`src/hdl/dhpm_pkg.sv`:
```
// dhpm_pkg: shared constants, codes and types of the detector hit pixel merger
// used by dhpm_div and the top level; depends on nothing
package dhpm_pkg;

   localparam int TABLE_DEPTH = 16;
   localparam int TBL_AW      = (TABLE_DEPTH > 1) ? $clog2(TABLE_DEPTH) : 1;
   localparam int CNT_W       = $clog2(TABLE_DEPTH + 1);

   localparam int DIV_NW = 48;
   localparam int DIV_DW = 34;
   localparam int DIV_CW = $clog2(DIV_NW);

   localparam logic [19:0] FINE_SCALE = 20'd1000000;

   localparam logic [1:0] KIND_PIXEL   = 2'd0;
   localparam logic [1:0] KIND_SHIELD  = 2'd1;
   localparam logic [1:0] KIND_BLOCKED = 2'd2;

   localparam logic [1:0] REG_HALF_X = 2'd0;
   localparam logic [1:0] REG_HALF_Y = 2'd1;
   localparam logic [1:0] REG_PIX_X  = 2'd2;
   localparam logic [1:0] REG_PIX_Y  = 2'd3;

   typedef struct packed {
      logic [23:0] first_energy;
      logic [12:0] depth;
      logic [31:0] energy;
      logic [1:0]  tel;
      logic [2:0]  det;
      logic [27:0] xi;
      logic [27:0] yi;
   } entry_type;

   localparam int ENTRY_W = $bits(entry_type);

   function automatic logic [15:0] half_eff(input logic [15:0] h);
      half_eff = (h == 16'd0) ? 16'd1 : h;
   endfunction

   function automatic logic [8:0] pix_eff(input logic [8:0] p);
      if (p == 9'd0) begin
         pix_eff = 9'd1;
      end else if (p > 9'd256) begin
         pix_eff = 9'd256;
      end else begin
         pix_eff = p;
      end
   endfunction

endpackage

```
`src/hdl/dhpm_div.sv`:
```
// dhpm_div: restoring unsigned divider, one quotient bit per cycle
// depends on dhpm_pkg
module dhpm_div
   import dhpm_pkg::*;
(
   input  logic              clock,
   input  logic              reset,
   input  logic              start,
   input  logic [DIV_NW-1:0] dividend,
   input  logic [DIV_DW-1:0] divisor,
   output logic              done,
   output logic [DIV_NW-1:0] quotient
);

   logic              busy_ff, busy_in;
   logic              done_ff, done_in;
   logic [DIV_CW-1:0] cnt_ff, cnt_in;
   logic [DIV_NW-1:0] quo_ff, quo_in;
   logic [DIV_DW-1:0] rem_ff, rem_in;
   logic [DIV_DW-1:0] den_ff, den_in;
   logic [DIV_DW:0]   trial;
   logic [DIV_DW:0]   diff;

   assign trial = {rem_ff, quo_ff[DIV_NW-1]};
   assign diff  = trial - {1'b0, den_ff};

   always_comb begin
      busy_in = busy_ff;
      done_in = 1'b0;
      cnt_in  = cnt_ff;
      quo_in  = quo_ff;
      rem_in  = rem_ff;
      den_in  = den_ff;
      if (start) begin
         busy_in = 1'b1;
         cnt_in  = '0;
         quo_in  = dividend;
         rem_in  = '0;
         den_in  = divisor;
      end else if (busy_ff) begin
         if (trial >= {1'b0, den_ff}) begin
            rem_in = diff[DIV_DW-1:0];
            quo_in = {quo_ff[DIV_NW-2:0], 1'b1};
         end else begin
            rem_in = trial[DIV_DW-1:0];
            quo_in = {quo_ff[DIV_NW-2:0], 1'b0};
         end
         cnt_in = cnt_ff + 1'b1;
         if (cnt_ff == DIV_CW'(DIV_NW - 1)) begin
            busy_in = 1'b0;
            done_in = 1'b1;
         end
      end
   end

   always_ff @(posedge clock) begin
      if (reset) begin
         busy_ff <= 1'b0;
         done_ff <= 1'b0;
      end else begin
         busy_ff <= busy_in;
         done_ff <= done_in;
      end
      cnt_ff <= cnt_in;
      quo_ff <= quo_in;
      rem_ff <= rem_in;
      den_ff <= den_in;
   end

   assign done     = done_ff;
   assign quotient = quo_ff;

endmodule

```
`config.mk`:
```
export PLATFORM = sky130hd
export DESIGN_NAME = dhpm_div
export DESIGN_NICKNAME = d
export VERILOG_FILES = /design/src/hdl/dhpm_pkg.sv /design/src/hdl/dhpm_div.sv
export SDC_FILE = /design/constraint.sdc
export NUM_CORES = 1
export LEC_CHECK = 0
export BUFFER_PORTS_ARGS = -buffer_cell sky130_fd_sc_hd__buf_2
export CAP_MARGIN = 20
export CORE_ASPECT_RATIO = 1.5
export CORE_MARGIN = 3
export CORE_UTILIZATION = 45
export DETAILED_ROUTE_END_ITERATION = 10
export PLACE_DENSITY_LB_ADDON = 0.12
export SYNTH_ARGS = -nofsm -noshare
export SYNTH_HDL_FRONTEND = slang
export SYNTH_SLANG_ARGS = --single-unit
```
`constraint.sdc`:
```
create_clock -name clock -period 4 [get_ports clock]
set_input_delay 1 -clock clock [delete_from_list [all_inputs] [get_ports clock]]
set_output_delay 1 -clock clock [all_outputs]
set_load 0.005 [all_outputs]
```
==> flow_summary_export.csv <==
group,metric,value,unit
route,antenna_left,0,
floorplan,die_h,158,um
sta,rsz0062_at_grt,"no",
grt,grt_overflow,0,
power,power.leakage,3.57,nW
synthesis,synth_top_family_by_area,"compound AO/OA/AOI/OAI gates",
route,post-route-drc-count,0,
clock_network,post-cts-setup-buffers,0,
clock_network,cts-hold-fix-buffers,0,
synthesis,yosysSeqAreaShare,47.9,%
route,vias_per_cell,5.46,
sta,whs,0.484,ns
synthesis,synth_fa_ha_area_share,6.64,%
placement,io_buffers,133,
synthesis,synth-edff-count,82,
grt,grt_max_degree,74,
synthesis,synth.top_cells.by_area,"edfxtp_1, dfxtp_1, mux2_2, ha_1, nand2_1",
floorplan,die_w,107,um
floorplan,design.core.area,0.0148,mm^2
setup_path,start_kind,"flip-flop",
route,wl,16.8,mm
floorplan,start_util,46.6,%
setup_path,cp_max_fo,5,
sta,slew_viol_final,0,
route,vias,5454,
floorplan,dieArea,0.0169,mm^2
sta,max_freq,0.311,GHz
sta,setup_ws,0.780,ns
grt,antenna_found_initial,0,
clock_network,cts_sinks,124,
clock_network,root_buffer,"clkbuf_16",
grt,grt_pass1_vias,5653,
final_layout,final_util,56.4,%
synthesis,synth_cell_types,65,
sta,setup_viol,0,
placement,post-place-ws,0.792,ns
grt,grt_usage,20.4,%
synthesis,yosys.area_share.simple,12.3,%
final_layout,final_common_cell,"buf_2",
clock_network,cts_tree,"done",
synthesis,synth.cell_area,0.00689,mm^2
synthesis,yosys_warnings,0,
placement,hpwlAfterDp,12.5,mm
final_layout,syn_to_final_growth,21.2,%
synthesis,ys.flop_type,"edfxtp_1",
setup_path,arrival,3.52,ns
synthesis,synth_nets,780,
sta,min_period,3.22,ns
floorplan,rows,54,
setup_path,cp-end-kind,"flip-flop",
sta,final-hold-violation-count,0,
setup_path,worstSetupPathType,"flip-flop to flip-flop",
route,dr.pass1.iters,4,
final_layout,drive_above_1_share,28.8,%
synthesis,yosysTopAreaCell,"edfxtp_1",
route,wl_per_cell,16.8,um
setup_path,cp.required,4.30,ns
clock_network,cts_buffers,17,
sta,finalCritPeriodShare,80.5,%
clock_network,cts_resized,0,
placement,gp_congestion,0.916,
final_layout,finalNetCount,911,
synthesis,synth.top_cell.area_share,35.7,%
sta,skew,0.0212,ns
clock_network,clock_latency,0.42,ns
sta,maxSlewHeadroom,54.1,%
synthesis,synthMuxAreaShare,9.46,%
clock_network,clock_path_buffers,2,
final_layout,fill_cells,1301,
clock_network,cts-htree-levels,4,
clock_network,clkTransAtPathRegs,0.06,ns
floorplan,io_pins,134,
flow_run,drv_cap,0,
synthesis,synth.avg_cell_area,10.5,um^2
final_layout,antenna_cells,0,
synthesis,async_reset_ff_share,0,%
route,first_iter_violations,218,
synthesis,synth-xor-area-share,3.94,%
sta,tightest_slew,0.687,ns
synthesis,yosys_register_bits,124,
synthesis,syn-instance-count,659,
hold_path,hold_path.class,"flip-flop to flip-flop",
sta,fin_tns_setup,0,ns
power,ir_drop,0.319,mV
run_status,status,"completed",
grt,grt_pass1_wl,27.4,mm
final_layout,final_cell_mix,"buf_2, edfxtp_1, nand2_1, nor2_1, mux2_2",
power,powerDensity,442,mW/mm^2
synthesis,synth_compound_area_share,15.5,%
==> worst max-delay path: stages, from the launching register on <==
cell       delay (ns)
edfxtp_1         0.39
inv_1            0.09
ha_1             0.16
inv_1            0.05
fa_1             0.40
a21o_1           0.22
a311o_1          0.42
a2111oi_2        0.41
o21ai_2          0.18
a21oi_2          0.22
a21oi_2          0.08
xor2_1           0.14
a221o_1          0.35
==> per-stage QoR <==
stage / instance area (um^2) / std cells / power, mW
global route: 8350 / 999 / 3.86
finish: 8350 / 999 / 3.69
global placement: 7760 / 967 / 2.14
detailed placement: 7760 / 967 / 2.16
CTS: 8350 / 999 / 3.73
floorplan: 6890 / 659 / 1.95
==> metal layers <==
metal | share of wire (%) | vias up | global-route usage, % | wire, um
met2 | 51 | 155 | 35.1 | 8510
li1 | - | 2695 | - | -
met3 | 5.8 | 28 | 6.00 | 968
met1 | 42 | 2576 | 24.0 | 7020
met5 | 0 | - | 0 | 0
met4 | 1.9 | 0 | 7.86 | 312
==> kinds of logic after synthesis <==
logic type               Yosys count
XOR/XNOR                          31
AND/OR/NAND/NOR                  184
AO/OA/AOI/OAI                    154
buffers and inverters             71
adder cells (fa/ha/maj)           36
flip-flops                       124
multiplexers                      59
==> worst paths after layout <==
| path | startpoint | cells after the start | slack [ns] | end |
|---|---|---|---|---|
| worst min register to register | rem_ff[15]$_SDFFE_PP0P_ | 2 | 0.48 | rem_ff[16]$_SDFFE_PP0P_ |
| worst max register to register | quotient[47]$_DFFE_PP_ | 12 | 0.78 | rem_ff[32]$_SDFFE_PP0P_ |
| worst max-delay path | quotient[47]$_DFFE_PP_ | 12 | 0.78 | rem_ff[32]$_SDFFE_PP0P_ |
| worst min-delay path | rem_ff[15]$_SDFFE_PP0P_ | 2 | 0.48 | rem_ff[16]$_SDFFE_PP0P_ |
==> flip-flops by register name, summed over array words and instances (netlist names) <==
name / cells
rem_ff: 34
cnt_ff: 6
done: 1
busy_ff: 1
quotient: 48
den_ff: 34
==> final cells by class <==
cell class,instances,area (um^2),share of cell area [%]
clock buffers,21,450,5.39
inverters,42,158,1.89
clock inverters,11,145,1.74
multi-input cells,464,3300,39.5
repair buffers,141,753,9.02
well taps,196,245,2.94
flip-flops and latches,124,3300,39.6
==> cell usage after synthesis, types with 3 or more instances <==
cell / n
edfxtp_1: 82
nand2_1: 68
nor2_1: 52
mux2_2: 49
dfxtp_1: 42
inv_1: 42
ha_1: 35
a21oi_1: 32
o21ai_0: 30
a311oi_1: 17
xnor2_1: 17
a21o_1: 15
clkbuf_1: 15
nand3_1: 15
xor2_1: 14
a211oi_1: 10
and3_1: 10
mux2i_1: 10
nand4_1: 6
a221o_1: 5
a31oi_1: 5
buf_2: 5
nor2b_1: 5
a41oi_1: 4
and2_1: 4
buf_1: 4
nor3_1: 4
o21a_1: 4
o21bai_1: 4
a21boi_0: 3
buf_4: 3
nand2b_1: 3
nor3b_1: 3
o211ai_1: 3
o22ai_1: 3
==> where the power goes <==
| part | total (mW) | internal [mW] | switching [mW] |
|---|---|---|---|
| sequential | 1.54 | 1.48 | 0.0536 |
| clock | 1.56 | 0.994 | 0.566 |
| combinational | 0.592 | 0.264 | 0.327 |
No activity file was read; power rests on OpenSTA's default activity.
