===== src/hdl/dhpm_ram.sv =====
// dhpm_ram: generic single write port, single read port ram with registered read
// depends on nothing
module dhpm_ram #(
   parameter int WIDTH = 8,
   parameter int DEPTH = 16
) (
   input  logic                                         clock,
   input  logic                                         wr_en,
   input  logic [((DEPTH > 1) ? $clog2(DEPTH) : 1)-1:0] wr_addr,
   input  logic [WIDTH-1:0]                             wr_data,
   input  logic                                         rd_en,
   input  logic [((DEPTH > 1) ? $clog2(DEPTH) : 1)-1:0] rd_addr,
   output logic [WIDTH-1:0]                             rd_data
);

   logic [WIDTH-1:0] mem_ff [DEPTH];
   logic [WIDTH-1:0] rd_data_ff;

   always_ff @(posedge clock) begin
      if (wr_en) begin
         mem_ff[wr_addr] <= wr_data;
      end
      if (rd_en) begin
         rd_data_ff <= mem_ff[rd_addr];
      end
   end

   assign rd_data = rd_data_ff;

endmodule


===== config.mk =====
export PLATFORM = sky130hd
export DESIGN_NAME = dhpm_ram
export DESIGN_NICKNAME = d
export VERILOG_FILES = /design/src/hdl/dhpm_ram.sv
export SDC_FILE = /design/constraint.sdc
export NUM_CORES = 1
export LEC_CHECK = 0
export BUFFER_PORTS_ARGS = -buffer_cell sky130_fd_sc_hd__buf_2
export CAP_MARGIN = 20
export CORE_UTILIZATION = 45
export DETAILED_ROUTE_END_ITERATION = 6
export PLACE_DENSITY = 0.72
export SYNTH_ARGS = -nofsm -noshare
export SYNTH_HDL_FRONTEND = slang
export SYNTH_SLANG_ARGS = --single-unit

===== constraint.sdc =====
create_clock -name clock -period 4.55 [get_ports clock]
set_input_delay 0.455 -clock clock [delete_from_list [all_inputs] [get_ports clock]]
set_output_delay 0.455 -clock clock [all_outputs]
set_load 0.005 [all_outputs]

==> metrics, run 1 <==
worst vdd ir=0.304 mV; Crit path largest cell delay=0.58 ns; Post-synth EDFFs=136; Clock Skew=0.00550 ns; CP Launch Type=primary input; CP Data Arrival Time=1.92 ns; Util after Layout=56.0%; Min-Delay Path Class=primary input to flip-flop; global-route wire length before repair=14.7 mm; Static Leak=2.08 nW; slowest stage cell, crit path=mux4_1; WL per Instance=23.2 um; Place WS=1.88 ns; DPL Wire Length=5.97 mm; pin count of the biggest net entering global routing=33; critical path required time=4.69 ns; Slew headroom=39.9%; initial DRC count=281; Via density=5.70; CTS clk-pin slew, worst paths=0.06 ns; synth warn=0; fin nets=288; Area Growth Syn to Fin=18.6%; initial antenna violation count=0; # DRC=0; maxcap violations=0; Placed Area=5480 um^2; cts bufs inserted=17; PortBufs=26; TNS Setup=0 ns; Top Ports=27; share of the yosys chip area belonging to registers=78.1%; Max Slew Vio Count=0; GRT Total Usage=18.5%; family with the most delay on the worst path=multiplexers; pwr dens=511 nW/um^2; Critical Path Fanout Max=29; worst slew pin tran=0.898 ns; Fillers=776; synthesized flop and latch total=136; Synth cell types=18; die height=110 um; via count=2400; Synth Instances=229; syn_nets=248; Initial Util=47.2%; clock latency on the worst-skew pair=0.40 ns; Tcrit/Tclk final=39.1%; post-layout min period=1.78 ns; final hold slack=0.427 ns; share of cells above drive strength 1=27.8%; # hold bufs at CTS=0; antenna diode count=0; H-Tree Depth=4; crit-path cells=buf_2, buf_12, mux4_1, a22oi_1, nand2_1; main area contributors after synthesis=edfxtp_1 78%, mux4_2 7.8%, mux4_1 7.0%; Avg Cell Area, Syn=22.8 um^2; final setup vio count=0; GRT Residual Overflow=0; Post-Syn Area=5230 um^2; Primary FF master, synth=edfxtp_1; setup ws final=2.77 ns; crit end category=flip-flop; status=finished, final reports clean; Final Instance Area=6200 um^2; WP buf/inv=2; Die X=110 um; clk buf depth=2; CTS tree=built; async set or reset register ratio after synthesis=0%; RSZ-0062 raised after global routing=no; top-count cell post-synth=edfxtp_1; antenna viol nets, final=0; core area=11100 um^2; root buffer cell=clkbuf_16; GPL Wtd Cong=0.735; drt first pass iters=5; Max Freq=0.563 GHz; synth cell count leaders=136 x edfxtp_1, 18 x mux4_2, 16 x a22oi_1, 14 x mux4_1, 13 x nor2_1; Synth area leader=edfxtp_1; Yosys top cell area share=78.1%; final hold vios=0; final WL=9.78 mm; CP Class=primary input to flip-flop; # resized after CTS=0; row count=38; clk sinks=136; Die ar.=12100 um^2; number of global-route vias before repair=2405; post-CTS setup buffers=0
kinds of logic (layout without fill, tap and decap cells):
group / after synthesis / after routing / synth area share [%]
compound gates: 16 / 16 / 2.30
buf+inv: 10 / 62 / 1.65
mux: 32 / 32 / 14.8
simple gates: 35 / 35 / 3.14
flops: 136 / 136 / 78.1
final cells by class:
class | instances | area, um^2 | share of cell area, %
flip-flops and latches | 136 | 4080 | 65.9
multi-input cells | 83 | 1060 | 17.1
clock buffers | 18 | 429 | 6.92
clock inverters | 13 | 273 | 4.40
repair buffers | 31 | 180 | 2.91
well taps | 140 | 175 | 2.83
final timing paths:
kind | endpoint | start | cells after the start | slack, ns
worst max-delay path | rd_data[3]$_DFFE_PP_ | rd_addr[0] | 5 | 2.77
worst min-delay path | rd_data[2]$_DFFE_PP_ | rd_en | 1 | 0.43
worst min register to register | rd_data[2]$_DFFE_PP_ | mem_ff[14][2]$_DFFE_PP_ | 3 | 0.76
worst max register to register | rd_data[3]$_DFFE_PP_ | mem_ff[5][3]$_DFFE_PP_ | 3 | 2.98
layout by cell type (no fill, tap or decap), types with 8 or more instances in the layout:
cell type and count:
edfxtp_1 136, buf_2 26, mux4_2 18, clkbuf_16 17, a22oi_1 16, mux4_1 14
nor2_1 13, nand2_1 9, bufinv_16 8
stage by stage:
step	instances	total power, mW
after global routing	421	3.24
final	421	3.16
after detailed placement	389	1.57
after global placement	389	1.56
after CTS	420	3.18
after floorplan	229	1.51
routing by layer:
layer | track usage (%) | routed length (um) | vias to the layer above
met4 | 7.71 | 165 | 0
met5 | 0 | 0 | -
met2 | 29.3 | 5010 | 82
met3 | 5.16 | 526 | 13
li1 | - | - | 1060
met1 | 24.1 | 4080 | 1245
registers in the layout (all words and copies together), names as in the netlist:
register / count
mem_ff: 128
rd_data: 8
report_power, final:
group | leakage, nW | switching [mW] | internal (mW) | total (mW)
clock | 0.336 | 0.486 | 1.13 | 1.62
sequential | 1.24 | 0.00751 | 1.41 | 1.42
combinational | 0.504 | 0.0729 | 0.0509 | 0.124
No activity file was read; power rests on OpenSTA's default activity.
==> inputs of run 2 (changes only) <==
PLACE_DENSITY = 0.74   (was 0.72)
clock period = 1.5 ns   (was 4.55 ns; I/O delays follow)
==> run 2 against run 1 <==
Compared with the run above: flip-flop and latch count unchanged; first-iteration DRC count down 26%; clock skew down 0.0011 ns; via count up 3.3%; worst hold slack worse by 0.32 ns; highest routed layer unchanged; combinational power rose to 3.3 times the previous value; global-route usage up 0.093 points; clock power rose to 2.7 times the previous value.
==> metrics, run 2 (synthesis results as in run 1) <==
final setup vio count=0 (unchanged); commonest non-fill, non-tap cell in the layout=edfxtp_1 (unchanged); core area=11100 um^2 (unchanged); initial antenna violation count=0 (unchanged); Min-Delay Path Class=primary input to flip-flop (unchanged); GRT Residual Overflow=0 (unchanged); max reg flops=128 (unchanged); R2R Setup Slk=0.03 ns (was 2.98 ns); pin count of the biggest net entering global routing=24 (was 33); Worst Setup SP=mem_ff[3][2]$_DFFE_PP_ (was rd_addr[0]); CP Capture Point=rd_data[2]$_DFFE_PP_ (was rd_data[3]$_DFFE_PP_); PortBufs=26 (unchanged); Non-Filler Instances=441 (was 421); Area Growth Syn to Fin=20.7% (was 18.6%); worst vdd ir=0.847 mV (was 0.304 mV); Critical Path Fanout Max=1 (was 29); Max Slew Vio Count=0 (unchanged); GPL Wtd Cong=0.733 (was 0.735); Slew headroom=43.5% (was 39.9%); critical path required time=1.66 ns (was 4.69 ns); status=finished, final reports clean (unchanged); Worst R2R Path Depth=3 (unchanged); Critical R2R Capture=rd_data[2]$_DFFE_PP_ (was rd_data[3]$_DFFE_PP_); maxcap violations=0 (unchanged); # hold bufs at CTS=0 (unchanged); worst r2r src=mem_ff[3][2]$_DFFE_PP_ (was mem_ff[5][3]$_DFFE_PP_); root buffer cell=clkbuf_16 (unchanged); DPL Wire Length=6.29 mm (was 5.97 mm); CTS tree=built (unchanged); die height=110 um (unchanged); drt first pass iters=4 (was 5); final WL=10.0 mm (was 9.78 mm); placed instance count=409 (was 389); CTS clk-pin slew, worst paths=0.06 ns (about the same); Static Leak=2.14 nW (was 2.08 nW); # DRC=0 (unchanged); cts bufs inserted=17 (unchanged); CP Class=flip-flop to flip-flop (was primary input to flip-flop); WL per Instance=22.8 um (was 23.2 um); CP Data Arrival Time=1.63 ns (was 1.92 ns); Top reg by flops=mem_ff (unchanged); final hold vios=0 (unchanged); via count=2479 (was 2400); Via density=5.62 (was 5.70); pwr dens=1450 nW/um^2 (was 511 nW/um^2); worst slew pin tran=0.845 ns (was 0.898 ns); antenna diode count=0 (unchanged); clk buf depth=2 (unchanged); Initial Util=47.2% (unchanged); share of cells above drive strength 1=36.5% (was 27.8%); Top Ports=27 (unchanged); clock latency on the worst-skew pair=0.41 ns (was 0.40 ns); most frequent cells in the layout=136 x edfxtp_1, 26 x buf_2, 22 x mux4_2, 22 x buf_4, 17 x clkbuf_16 (was 136 x edfxtp_1, 26 x buf_2, 18 x mux4_2); Die ar.=12100 um^2 (unchanged); Die X=110 um (unchanged); GRT Total Usage=18.6% (was 18.5%); global-route wire length before repair=15.0 mm (was 14.7 mm); clk sinks=136 (unchanged); Clock Skew=0.00444 ns (was 0.00550 ns); post-CTS setup buffers=0 (unchanged); fin nets=307 (was 288); Max Freq=0.679 GHz; Tcrit/Tclk final=98.2%; RSZ-0062 raised after global routing=yes (was no); crit end category=flip-flop (unchanged); number of global-route vias before repair=2569 (was 2405); post-layout min period=1.47 ns; H-Tree Depth=4 (unchanged); Util after Layout=57.0% (was 56.0%); antenna viol nets, final=0 (unchanged); row count=38 (unchanged); CP Launch Type=flip-flop (was primary input); initial DRC count=207 (was 281)
run 2: critical path, cell delays in order (launching register included):
cell	delay, ns
edfxtp_1	0.40
mux4_2	0.52
a22oi_2	0.23
nand2_1	0.08
run 2: worst min-delay path by stage:
stage	startpoint	to	slack (ns)	cells after the start
4_1_cts	rd_en	rd_data[3]$_DFFE_PP_	0.11	1
3_5_place_dp	rd_en	rd_data[3]$_DFFE_PP_	0.53	1
3_3_place_gp	rd_en	rd_data[3]$_DFFE_PP_	0.53	1
6_report	rd_en	rd_data[3]$_DFFE_PP_	0.11	1
2_1_floorplan	wr_data[0]	mem_ff[0][0]$_DFFE_PP_	0.25	0
5_1_grt	rd_en	rd_data[3]$_DFFE_PP_	0.10	1
run 2: per-stage QoR:
stage	setup slack, ns	total power [mW]	hold slack, ns	area (um^2)	TNS (ns)
6_report	0.0268	9.14	0.111	6310	0
5_1_grt	-0.00133	9.37	0.103	6310	-0.00137
4_1_cts	0.0134	9.17	0.107	6310	0
3_5_place_dp	-0.220	4.78	0.534	5660	-1.27
3_3_place_gp	-0.203	4.76	0.531	5660	-1.05
2_1_floorplan	0.0676	4.59	0.249	5230	0
run 2: timing repair:
action                                  4_1_cts  5_1_grt
endpoints found under the setup margin        4        5
gates resized for setup                       5        6
pin swaps                                     2        1
run 2: metal layers:
metal,share of wire [%],GRT usage [%],wire length (um),vias to the layer above
met5,0,0,0,-
met2,51,29.6,5100,97
met4,1.1,7.33,115,0
li1,-,-,-,1098
met1,41,23.8,4150,1270
met3,6.7,5.81,673,14
run 2: where the power goes:
group / leakage, nW / total (mW) / switching [mW] / internal [mW]
registers: 1.24 / 4.31 / 0.0233 / 4.28
clock network: 0.305 / 4.42 / 1.48 / 2.94
logic: 0.595 / 0.413 / 0.232 / 0.181
total: 2.14 / 9.14 / 1.73 / 7.40
run 2: layout make-up:
| class | instances | area [um^2] |
|---|---|---|
| flip-flops and latches | 136 | 4080 |
| clock buffers | 19 | 433 |
| repair buffers | 50 | 335 |
| fillers | 770 | 4770 |
| well taps | 140 | 175 |
| clock inverters | 13 | 201 |
| multi-input cells | 83 | 1080 |
